`src/cfa_pkg.sv`:
```
// Shared types and codes for the contiguous frame allocator.
package cfa_pkg;

  typedef enum logic [1:0] {
    FUNC_INIT    = 2'd0,
    FUNC_ALLOC   = 2'd1,
    FUNC_RELEASE = 2'd2,
    FUNC_MARK    = 2'd3
  } func_t;

  typedef enum logic [2:0] {
    STAT_OK      = 3'd0,
    STAT_NO_RUN  = 3'd1,
    STAT_NO_HEAD = 3'd2,
    STAT_RANGE   = 3'd3,
    STAT_ZERO    = 3'd4
  } status_t;

  typedef enum logic [1:0] {
    FS_FREE  = 2'd0,
    FS_HEAD  = 2'd1,
    FS_INACC = 2'd2,
    FS_ALLOC = 2'd3
  } frame_st_t;

  typedef enum logic [3:0] {
    S_CLR, S_IDLE, S_ICLR, S_IRES, S_ARD, S_ACHK, S_AWR,
    S_RRD, S_RCHK, S_MRD, S_MCHK, S_DONE
  } state_t;

  localparam logic [1:0] REG_BASE_FRAME    = 2'd0;
  localparam logic [1:0] REG_POOL_FRAMES   = 2'd1;
  localparam logic [1:0] REG_RESERVE_FIRST = 2'd2;

  localparam int unsigned CNT_BITS = 11;
  localparam int unsigned POOL_RESET = 1024;

endpackage

```
`src/cfa_ram.sv`:
```
// Generic simple dual-port RAM with registered read.
module cfa_ram #(
  parameter int unsigned WIDTH = 2,
  parameter int unsigned DEPTH = 1024
) (
  input  logic                     clk,
  input  logic                     we,
  input  logic [$clog2(DEPTH)-1:0] waddr,
  input  logic [WIDTH-1:0]         wdata,
  input  logic [$clog2(DEPTH)-1:0] raddr,
  output logic [WIDTH-1:0]         rdata
);

  logic [WIDTH-1:0] mem [DEPTH];

  always_ff @(posedge clk) begin
    if (we) begin
      mem[waddr] <= wdata;
    end
    rdata <= mem[raddr];
  end

endmodule

```
`src/contiguous_frame_allocator_top.sv`:
```
// Top level of the contiguous frame allocator.
//
// The block keeps a two-bit status for every frame of a pool in a status RAM.
// Requests arrive on the s_ channel (func, frame_number, frame_count) and one
// result per request leaves on the m_ channel (result_frame, status,
// free_frames). Registers base_frame, pool_frames and reserve_first are
// written on the cfg_ channel, which is always ready.
// A single sequencer walks the status RAM, with a read state and a check state
// per frame for the scan, release and mark loops, and one frame per cycle when
// writing an allocated run or clearing the map.
// The block takes one request at a time and is not ready while it works.
// After reset the status RAM is cleared, one entry per cycle, and no request is
// accepted until that is done.
// A result is held in the output register until the receiver takes it; the
// next request is accepted only after that.
module contiguous_frame_allocator_top #(
  parameter int unsigned MAX_FRAMES = 1024,
  parameter int unsigned FRAME_NUMBER_BITS = 20
) (
  input  logic clk,
  input  logic rst,
  input  logic s_tvalid,
  output logic s_tready,
  // func[1:0], frame_number, frame_count, zero pad
  input  logic [((13 + FRAME_NUMBER_BITS + 7) / 8) * 8 - 1:0] s_tdata,
  output logic m_tvalid,
  input  logic m_tready,
  // result_frame, status[2:0], free_frames[10:0], zero pad
  output logic [((14 + FRAME_NUMBER_BITS + 7) / 8) * 8 - 1:0] m_tdata,
  input  logic cfg_valid,
  output logic cfg_ready,
  input  logic [1:0] cfg_index,
  input  logic [(FRAME_NUMBER_BITS > 11 ? FRAME_NUMBER_BITS : 11) - 1:0] cfg_data
);

  import cfa_pkg::*;

  localparam int unsigned FNB = FRAME_NUMBER_BITS;
  localparam int unsigned IW = $clog2(MAX_FRAMES);
  localparam int unsigned NW = IW + 1;
  localparam int unsigned CW = NW > CNT_BITS ? NW : CNT_BITS;
  localparam int unsigned WW = (FNB > CW ? FNB : CW) + 2;
  localparam int unsigned OUT_W = ((14 + FNB + 7) / 8) * 8;
  localparam int unsigned RESET_FREE = POOL_RESET > MAX_FRAMES ? MAX_FRAMES : POOL_RESET;

  state_t state, state_next;

  logic [FNB-1:0]      base_frame;
  logic [CNT_BITS-1:0] pool_frames;
  logic                reserve_first;

  logic [CW-1:0]  idx, idx_next;
  logic [CW-1:0]  run, run_next;
  logic [CW-1:0]  start, start_next;
  logic [CW-1:0]  cnt, cnt_next;
  logic [CW-1:0]  last, last_next;
  logic           first, first_next;
  logic [CW-1:0]  free_count, free_count_next;
  status_t        stat, stat_next;
  logic [FNB-1:0] rframe, rframe_next;

  logic [CW-1:0]  n;
  logic [1:0]     in_func;
  logic [FNB-1:0] in_fn;
  logic [CW-1:0]  in_cnt;
  logic [FNB-1:0] off;
  logic           below;

  logic           ram_we;
  logic [1:0]     ram_wdata;
  logic [1:0]     ram_rdata;

  assign cfg_ready = 1'b1;

  assign n = (CW'(pool_frames) > CW'(MAX_FRAMES)) ? CW'(MAX_FRAMES) : CW'(pool_frames);
  assign in_func = s_tdata[1:0];
  assign in_fn = s_tdata[FNB+1:2];
  assign in_cnt = CW'(s_tdata[FNB+12:FNB+2]);
  assign off = in_fn - base_frame;
  assign below = in_fn < base_frame;

  assign m_tdata = OUT_W'({free_count[CNT_BITS-1:0], stat, rframe});

  cfa_ram #(.WIDTH(2), .DEPTH(MAX_FRAMES)) u_map (
    .clk   (clk),
    .we    (ram_we),
    .waddr (idx[IW-1:0]),
    .wdata (ram_wdata),
    .raddr (idx[IW-1:0]),
    .rdata (ram_rdata)
  );

  always_ff @(posedge clk) begin
    if (rst) begin
      state <= S_CLR;
      base_frame <= '0;
      pool_frames <= CNT_BITS'(POOL_RESET);
      reserve_first <= 1'b0;
      idx <= '0;
      free_count <= CW'(RESET_FREE);
    end else begin
      state <= state_next;
      idx <= idx_next;
      free_count <= free_count_next;
      if (cfg_valid) begin
        case (cfg_index)
          REG_BASE_FRAME: base_frame <= cfg_data[FNB-1:0];
          REG_POOL_FRAMES: pool_frames <= cfg_data[CNT_BITS-1:0];
          REG_RESERVE_FIRST: reserve_first <= cfg_data[0];
          default: ;
        endcase
      end
    end
  end

  always_ff @(posedge clk) begin
    run <= run_next;
    start <= start_next;
    cnt <= cnt_next;
    last <= last_next;
    first <= first_next;
    stat <= stat_next;
    rframe <= rframe_next;
  end

  always_comb begin
    state_next = state;
    idx_next = idx;
    run_next = run;
    start_next = start;
    cnt_next = cnt;
    last_next = last;
    first_next = first;
    free_count_next = free_count;
    stat_next = stat;
    rframe_next = rframe;
    case (state)
      S_CLR: begin
        idx_next = idx + 1'b1;
        if (idx == CW'(MAX_FRAMES - 1)) begin
          idx_next = '0;
          state_next = S_IDLE;
        end
      end
      S_IDLE: begin
        if (s_tvalid) begin
          stat_next = STAT_OK;
          rframe_next = '0;
          cnt_next = in_cnt;
          case (func_t'(in_func))
            FUNC_INIT: begin
              idx_next = '0;
              state_next = S_ICLR;
            end
            FUNC_ALLOC: begin
              idx_next = '0;
              run_next = '0;
              if (in_cnt == '0) begin
                stat_next = STAT_ZERO;
                state_next = S_DONE;
              end else begin
                state_next = S_ARD;
              end
            end
            FUNC_RELEASE: begin
              idx_next = CW'(off);
              first_next = 1'b1;
              if (below || WW'(off) >= WW'(n)) begin
                stat_next = STAT_RANGE;
                state_next = S_DONE;
              end else begin
                state_next = S_RRD;
              end
            end
            default: begin
              idx_next = CW'(off);
              last_next = CW'(off) + in_cnt - 1'b1;
              if (in_cnt == '0) begin
                stat_next = STAT_ZERO;
                state_next = S_DONE;
              end else if (below || WW'(off) + WW'(in_cnt) > WW'(n)) begin
                stat_next = STAT_RANGE;
                state_next = S_DONE;
              end else begin
                state_next = S_MRD;
              end
            end
          endcase
        end
      end
      S_ICLR: begin
        idx_next = idx + 1'b1;
        if (idx == CW'(MAX_FRAMES - 1)) begin
          idx_next = '0;
          free_count_next = n;
          if (reserve_first && n != '0) begin
            state_next = S_IRES;
          end else begin
            state_next = S_DONE;
          end
        end
      end
      S_IRES: begin
        free_count_next = free_count - 1'b1;
        state_next = S_DONE;
      end
      S_ARD: begin
        if (idx >= n) begin
          stat_next = STAT_NO_RUN;
          state_next = S_DONE;
        end else begin
          state_next = S_ACHK;
        end
      end
      S_ACHK: begin
        idx_next = idx + 1'b1;
        state_next = S_ARD;
        if (ram_rdata == FS_FREE) begin
          run_next = run + 1'b1;
          if (run == '0) begin
            start_next = idx;
          end
          if (run + 1'b1 == cnt) begin
            idx_next = (run == '0) ? idx : start;
            start_next = (run == '0) ? idx : start;
            state_next = S_AWR;
          end
        end else begin
          run_next = '0;
        end
      end
      S_AWR: begin
        idx_next = idx + 1'b1;
        if (idx == start + cnt - 1'b1) begin
          free_count_next = (free_count >= cnt) ? free_count - cnt : '0;
          rframe_next = base_frame + FNB'(start);
          state_next = S_DONE;
        end
      end
      S_RRD: begin
        state_next = S_RCHK;
      end
      S_RCHK: begin
        if (first ? (ram_rdata == FS_HEAD) : (ram_rdata == FS_ALLOC)) begin
          free_count_next = free_count + 1'b1;
          idx_next = idx + 1'b1;
          first_next = 1'b0;
          state_next = (idx + 1'b1 >= n) ? S_DONE : S_RRD;
        end else begin
          if (first) begin
            stat_next = STAT_NO_HEAD;
          end
          state_next = S_DONE;
        end
      end
      S_MRD: begin
        state_next = S_MCHK;
      end
      S_MCHK: begin
        if (ram_rdata == FS_FREE && free_count != '0) begin
          free_count_next = free_count - 1'b1;
        end
        idx_next = idx + 1'b1;
        state_next = (idx == last) ? S_DONE : S_MRD;
      end
      S_DONE: begin
        if (m_tready) begin
          state_next = S_IDLE;
        end
      end
      default: state_next = S_IDLE;
    endcase
  end

  always_comb begin
    s_tready = 1'b0;
    m_tvalid = 1'b0;
    ram_we = 1'b0;
    ram_wdata = FS_FREE;
    case (state)
      S_CLR, S_ICLR: ram_we = 1'b1;
      S_IDLE: s_tready = 1'b1;
      S_IRES: begin
        ram_we = 1'b1;
        ram_wdata = FS_HEAD;
      end
      S_AWR: begin
        ram_we = 1'b1;
        ram_wdata = (idx == start) ? FS_HEAD : FS_ALLOC;
      end
      S_RCHK: begin
        ram_we = first ? (ram_rdata == FS_HEAD) : (ram_rdata == FS_ALLOC);
      end
      S_MCHK: begin
        ram_we = 1'b1;
        ram_wdata = FS_INACC;
      end
      S_DONE: m_tvalid = 1'b1;
      default: ;
    endcase
  end

endmodule
```
`config.mk`:
```
export PLATFORM = sky130hd
export DESIGN_NAME = contiguous_frame_allocator_top
export DESIGN_NICKNAME = d
export VERILOG_FILES = /design/src/cfa_pkg.sv /design/src/cfa_ram.sv /design/src/contiguous_frame_allocator_top.sv
export SDC_FILE = /design/constraint.sdc
export NUM_CORES = 2
export LEC_CHECK = 0
export BUFFER_PORTS_ARGS = -buffer_cell sky130_fd_sc_hd__buf_2
export CORE_UTILIZATION = 53
export DETAILED_ROUTE_END_ITERATION = 8
export PLACE_DENSITY = 0.75
export SLEW_MARGIN = 20
export SYNTH_ARGS = -nofsm -noshare
export SYNTH_HDL_FRONTEND = slang
export SYNTH_SLANG_ARGS = --single-unit
```
`constraint.sdc`:
```
create_clock -name clk -period 59.4 [get_ports clk]
set_input_delay 2.97 -clock clk [delete_from_list [all_inputs] [get_ports clk]]
set_output_delay 2.97 -clock clk [all_outputs]
set_load 0.1 [all_outputs]
```
==> flow_results.org <==
** Run status
- Result of the run :: finished, final reports clean

** Worst setup path
- Arrival time at the worst endpoint :: 8.16 ns
- Critical path startpoint category :: primary input
- The worst setup path is of the in -> reg kind.
- WP data required :: 59.97 ns
- The critical path starts at s_tdata[2].
- The worst register-to-register path begins at idx[0]$_SDFFE_PP0P_.
- Along the worst path, the maximum fanout reaches 4.
- Kind of end point of the critical path :: flip-flop

** Hold path
- The startpoint identified for the worst hold timing path is base_frame[15]$_SDFFE_PP0P_.
- Tightest Hold Check Type :: reg -> reg

** Synth
- After synthesis the netlist holds a flip-flop and latch count of 2,176.
- Gate Count Post-Synth :: 5,890
- A synthesized cell averages 15.9 um2.
- Sequential fraction of the synthesis area :: 69.0%
- Post-synthesis cell area :: 93,800 um2
- The most common cell in the synthesized netlist is edfxtp_1.
- Count of flip-flops with a built-in enable after synthesis :: 2,116
- Area share of the largest cell type after synthesis :: 67.7%
- The biggest area contributor in the post-synthesis netlist is edfxtp_1.
- Ranked by total cell area, the synthesized netlist is headed by edfxtp_1 (68%), mux4_2 (12%), nor2_1 (4.6%).
- In the synthesized netlist, the cells that appear most often are edfxtp_1 (2,116), nor2_1 (1,138), mux4_2 (520).
- Yosys warns :: 0
- The most used flip-flop cell after synthesis is edfxtp_1.
- In this run, distinct cell masters in the synthesized netlist total 87.
- Asr flop ratio synth :: 0%

** Timing
- Maximum operating frequency :: 132 MHz
- At the pin with the least slew margin, the transition time is 1.33 ns.
- Hold timing on the final database bottoms out at a slack of 0.471 ns.
- The final-report hold violation count is 0.
- The worst pin sits at a relative slew slack of 11.5%.
- Total Neg Setup Slack :: 0 ns
- The worst path in the final design needs a cycle of 7.58 ns, including I/O delays and setup.
- Count of endpoints failing setup in the final report :: 0
- Setup repair after global routing left no endpoint under its margin.
- Final worst clock skew :: 0.0242 ns
- Share of the clock period used by the worst path :: 12.8%
- The number of pins with negative max-slew slack in the final report came to 0.

** Clock tree
- CTS Hold Bufs :: 0
- No sink is reached through more buffers than the 3 on the longest clock path.
- The cell sitting at the root of the clock tree is a clkbuf_16.
- TritonCTS built the clock tree.
- In this run the number of H-tree levels came out at 4.
- For the worst-skew pair, the clock arrives at the later sink with an insertion delay of 0.86 ns.
- Clock slew seen by the registers of the worst setup and hold paths :: 0.06 ns
- Num CTS Buffers :: 209
- The number of setup buffers added after CTS is 0.
- The clock net in this run drives a total of 2,176 sinks.
- Resized cells post-CTS :: 0

** Cells and area
- Finished Core Util :: 58.6%
- From synthesis to final layout, the design area changed by 9.87%.
- Cells with a size suffix above 1 make up 18.0% of the layout.
- Final net count :: 6,041
- Fill cells :: 12,602

** Routing
- Pre-Repair DR Iteration Count :: 6
- Wires add up to 237,000 um.
- Remaining antenna violation count after routing :: 0
- Dividing the detail-routed wire length by the instance count gives 28.5 um.
- Vias :: 54,304
- For this run, design rule violations remaining after detail routing come to 0.
- DR iter-0 viols :: 7,577
- Detailed-route vias per instance :: 6.52

** Floorplan
- Die outline width :: 423 um
- Standard-cell rows :: 154
- For this design the top-level I/O count stands at 110.
- Once the floorplan was initialized, standard cells occupied 53.3% of the core.
- From bottom edge to top edge, the die measures 423 um.
- Full die area :: 179,000 um2
- Placeable core area :: 176,000 um2

** Power and ir drop
- Switching part of the total power :: 21.7%
- In this run the static leakage power is 31.3 nW.
- The analysis attributes to net switching a power of 687 uW.
- Power density normalized to cell area :: 30.7 nW/um2
- The internal portion of the total power is 2.47 mW.
- Per report_power, the combinational group accounts for 6.1% of the total.
- Share of power burned in the clock network :: 41.1%
- Sequential cells account for 52.7% of the total power.
- VDD sags by at most 0.0000253 V.

** GRT
- Routing layer with the top usage in global route :: met2
- For met2 alone, demand over resource in global routing was 42.1%.
- For met1 alone, demand over resource in global routing was 35.5%.
- The via count of the first global-routing pass is 54,231.
- Antenna violations before repair :: 4
- In the global route stage, overall resource usage came out at 26.4%.
- Met3 layer usage reported by global route :: 5.48%
- Global routing finished with a remaining overflow of 0.
- Entering global routing, the biggest net connects 273 pins.
- First-pass GRT wire length :: 348,000 um

** Placement
- Routability-driven placement finished with a final weighted congestion of 0.910.
- After legalization and detailed placement, the total HPWL measured 126,000 um.
- Buffers placed on the I/O ports in this run total 95.

** Run
- Across the run, the number of max-cap violations was 0.
stage by stage:
| step | cell area (um2) | total power, mW | setup slack (ns) | std cells |
|---|---|---|---|---|
| after floorplan | 93800 | 1.84 | 28.65 | 5895 |
| after global placement | 96300 | 1.89 | 51.03 | 7945 |
| after detailed placement | 96300 | 1.89 | 50.91 | 7945 |
| after CTS | 103000 | 3.17 | 51.81 | 8326 |
| after global routing | 103000 | 3.24 | 51.52 | 8327 |
| final | 103000 | 3.16 | 51.82 | 8329 |
flip-flops by register name, indices dropped and copies added, names as in the netlist, 2 cells and up:
name	count
free_count	11
pool_frames	11
run	11
last	11
rframe	20
stat	3
u_map.mem	2048
u_map.rdata	2
base_frame	20
start	11
state	4
idx	11
cnt	11
critical path, stage by stage:
cell and delay, ns:
buf_2 0.10, inv_1 0.06, ha_1 0.16, inv_1 0.05, fa_1 0.42, a211oi_1 0.25
nor2_1 0.14, o21a_1 0.18, nor2_1 0.17, o21bai_1 0.09, a21oi_1 0.18, xor2_1 0.24
ha_1 0.32, and4_1 0.17, a221oi_1 0.48, xnor2_1 0.19, ha_1 0.25, a2111oi_0 0.34
o211ai_1 0.22, a22oi_1 0.21, o41a_1 0.19, o2111ai_1 0.23, o31ai_1 0.39, o211ai_1 0.15
area by class of cell:
| type | instances | area (um2) | area share, % |
|---|---|---|---|
| antenna | 2 | 5.00 | 0.00486 |
| clock buffer | 270 | 5600 | 5.43 |
| clock inverter | 111 | 1080 | 1.05 |
| inverter | 153 | 574 | 0.557 |
| multi-input combinational | 3118 | 27000 | 26.2 |
| sequential | 2176 | 64800 | 62.8 |
| tap | 2340 | 2930 | 2.84 |
| timing repair buffer | 159 | 1140 | 1.11 |
worst paths after layout:
| path | to | slack (ns) | depth (start not counted) |
|---|---|---|---|
| max | stat[1]$_DFFE_PP_ | 51.82 | 24 |
| min | base_frame[15]$_SDFFE_PP0P_ | 0.47 | 2 |
| max reg2reg | u_map.rdata[0]$_DFF_P_ | 53.25 | 11 |
| min reg2reg | base_frame[15]$_SDFFE_PP0P_ | 0.47 | 2 |
cells in the final DEF (no fill, tap or decap), types with 67 or more instances in the layout:
cell type | synthesis | layout
a21oi_1 | 108 | 108
a22oi_1 | 222 | 222
buf_2 | 70 | 95
clkbuf_16 | 0 | 214
edfxtp_1 | 2116 | 2116
ha_1 | 150 | 150
inv_1 | 153 | 153
mux4_2 | 520 | 520
nand2_1 | 217 | 156
nand4_1 | 78 | 78
nor2_1 | 1138 | 1134
o21ai_0 | 67 | 67
xnor2_1 | 74 | 74
metal layers:
| layer | wire length [um] | vias up |
|---|---|---|
| met5 | 73 | - |
| met4 | 10700 | 6 |
| met3 | 25900 | 596 |
| met2 | 114000 | 3392 |
| met1 | 86500 | 27669 |
| li1 | - | 22641 |
cells by family after synthesis:
kind of cell / synth area share [%]
DFF: 69.0
and+or+nand+nor: 7.26
AOI/OAI and AO/OA: 5.07
buffers and inverters: 2.58
muxes: 12.7
adders and majority gates: 2.15
xor gates and xnor gates: 1.21
other: 0.00801
power by group through the flow:
stage	combinational (mW)	sequential [mW]	clock, mW
after floorplan	0.144	1.69	0
after global placement	0.188	1.70	0
after detailed placement	0.191	1.70	0
after CTS	0.192	1.67	1.31
after global routing	0.207	1.66	1.37
final	0.194	1.67	1.30
(Power assumes the default switching activity.)
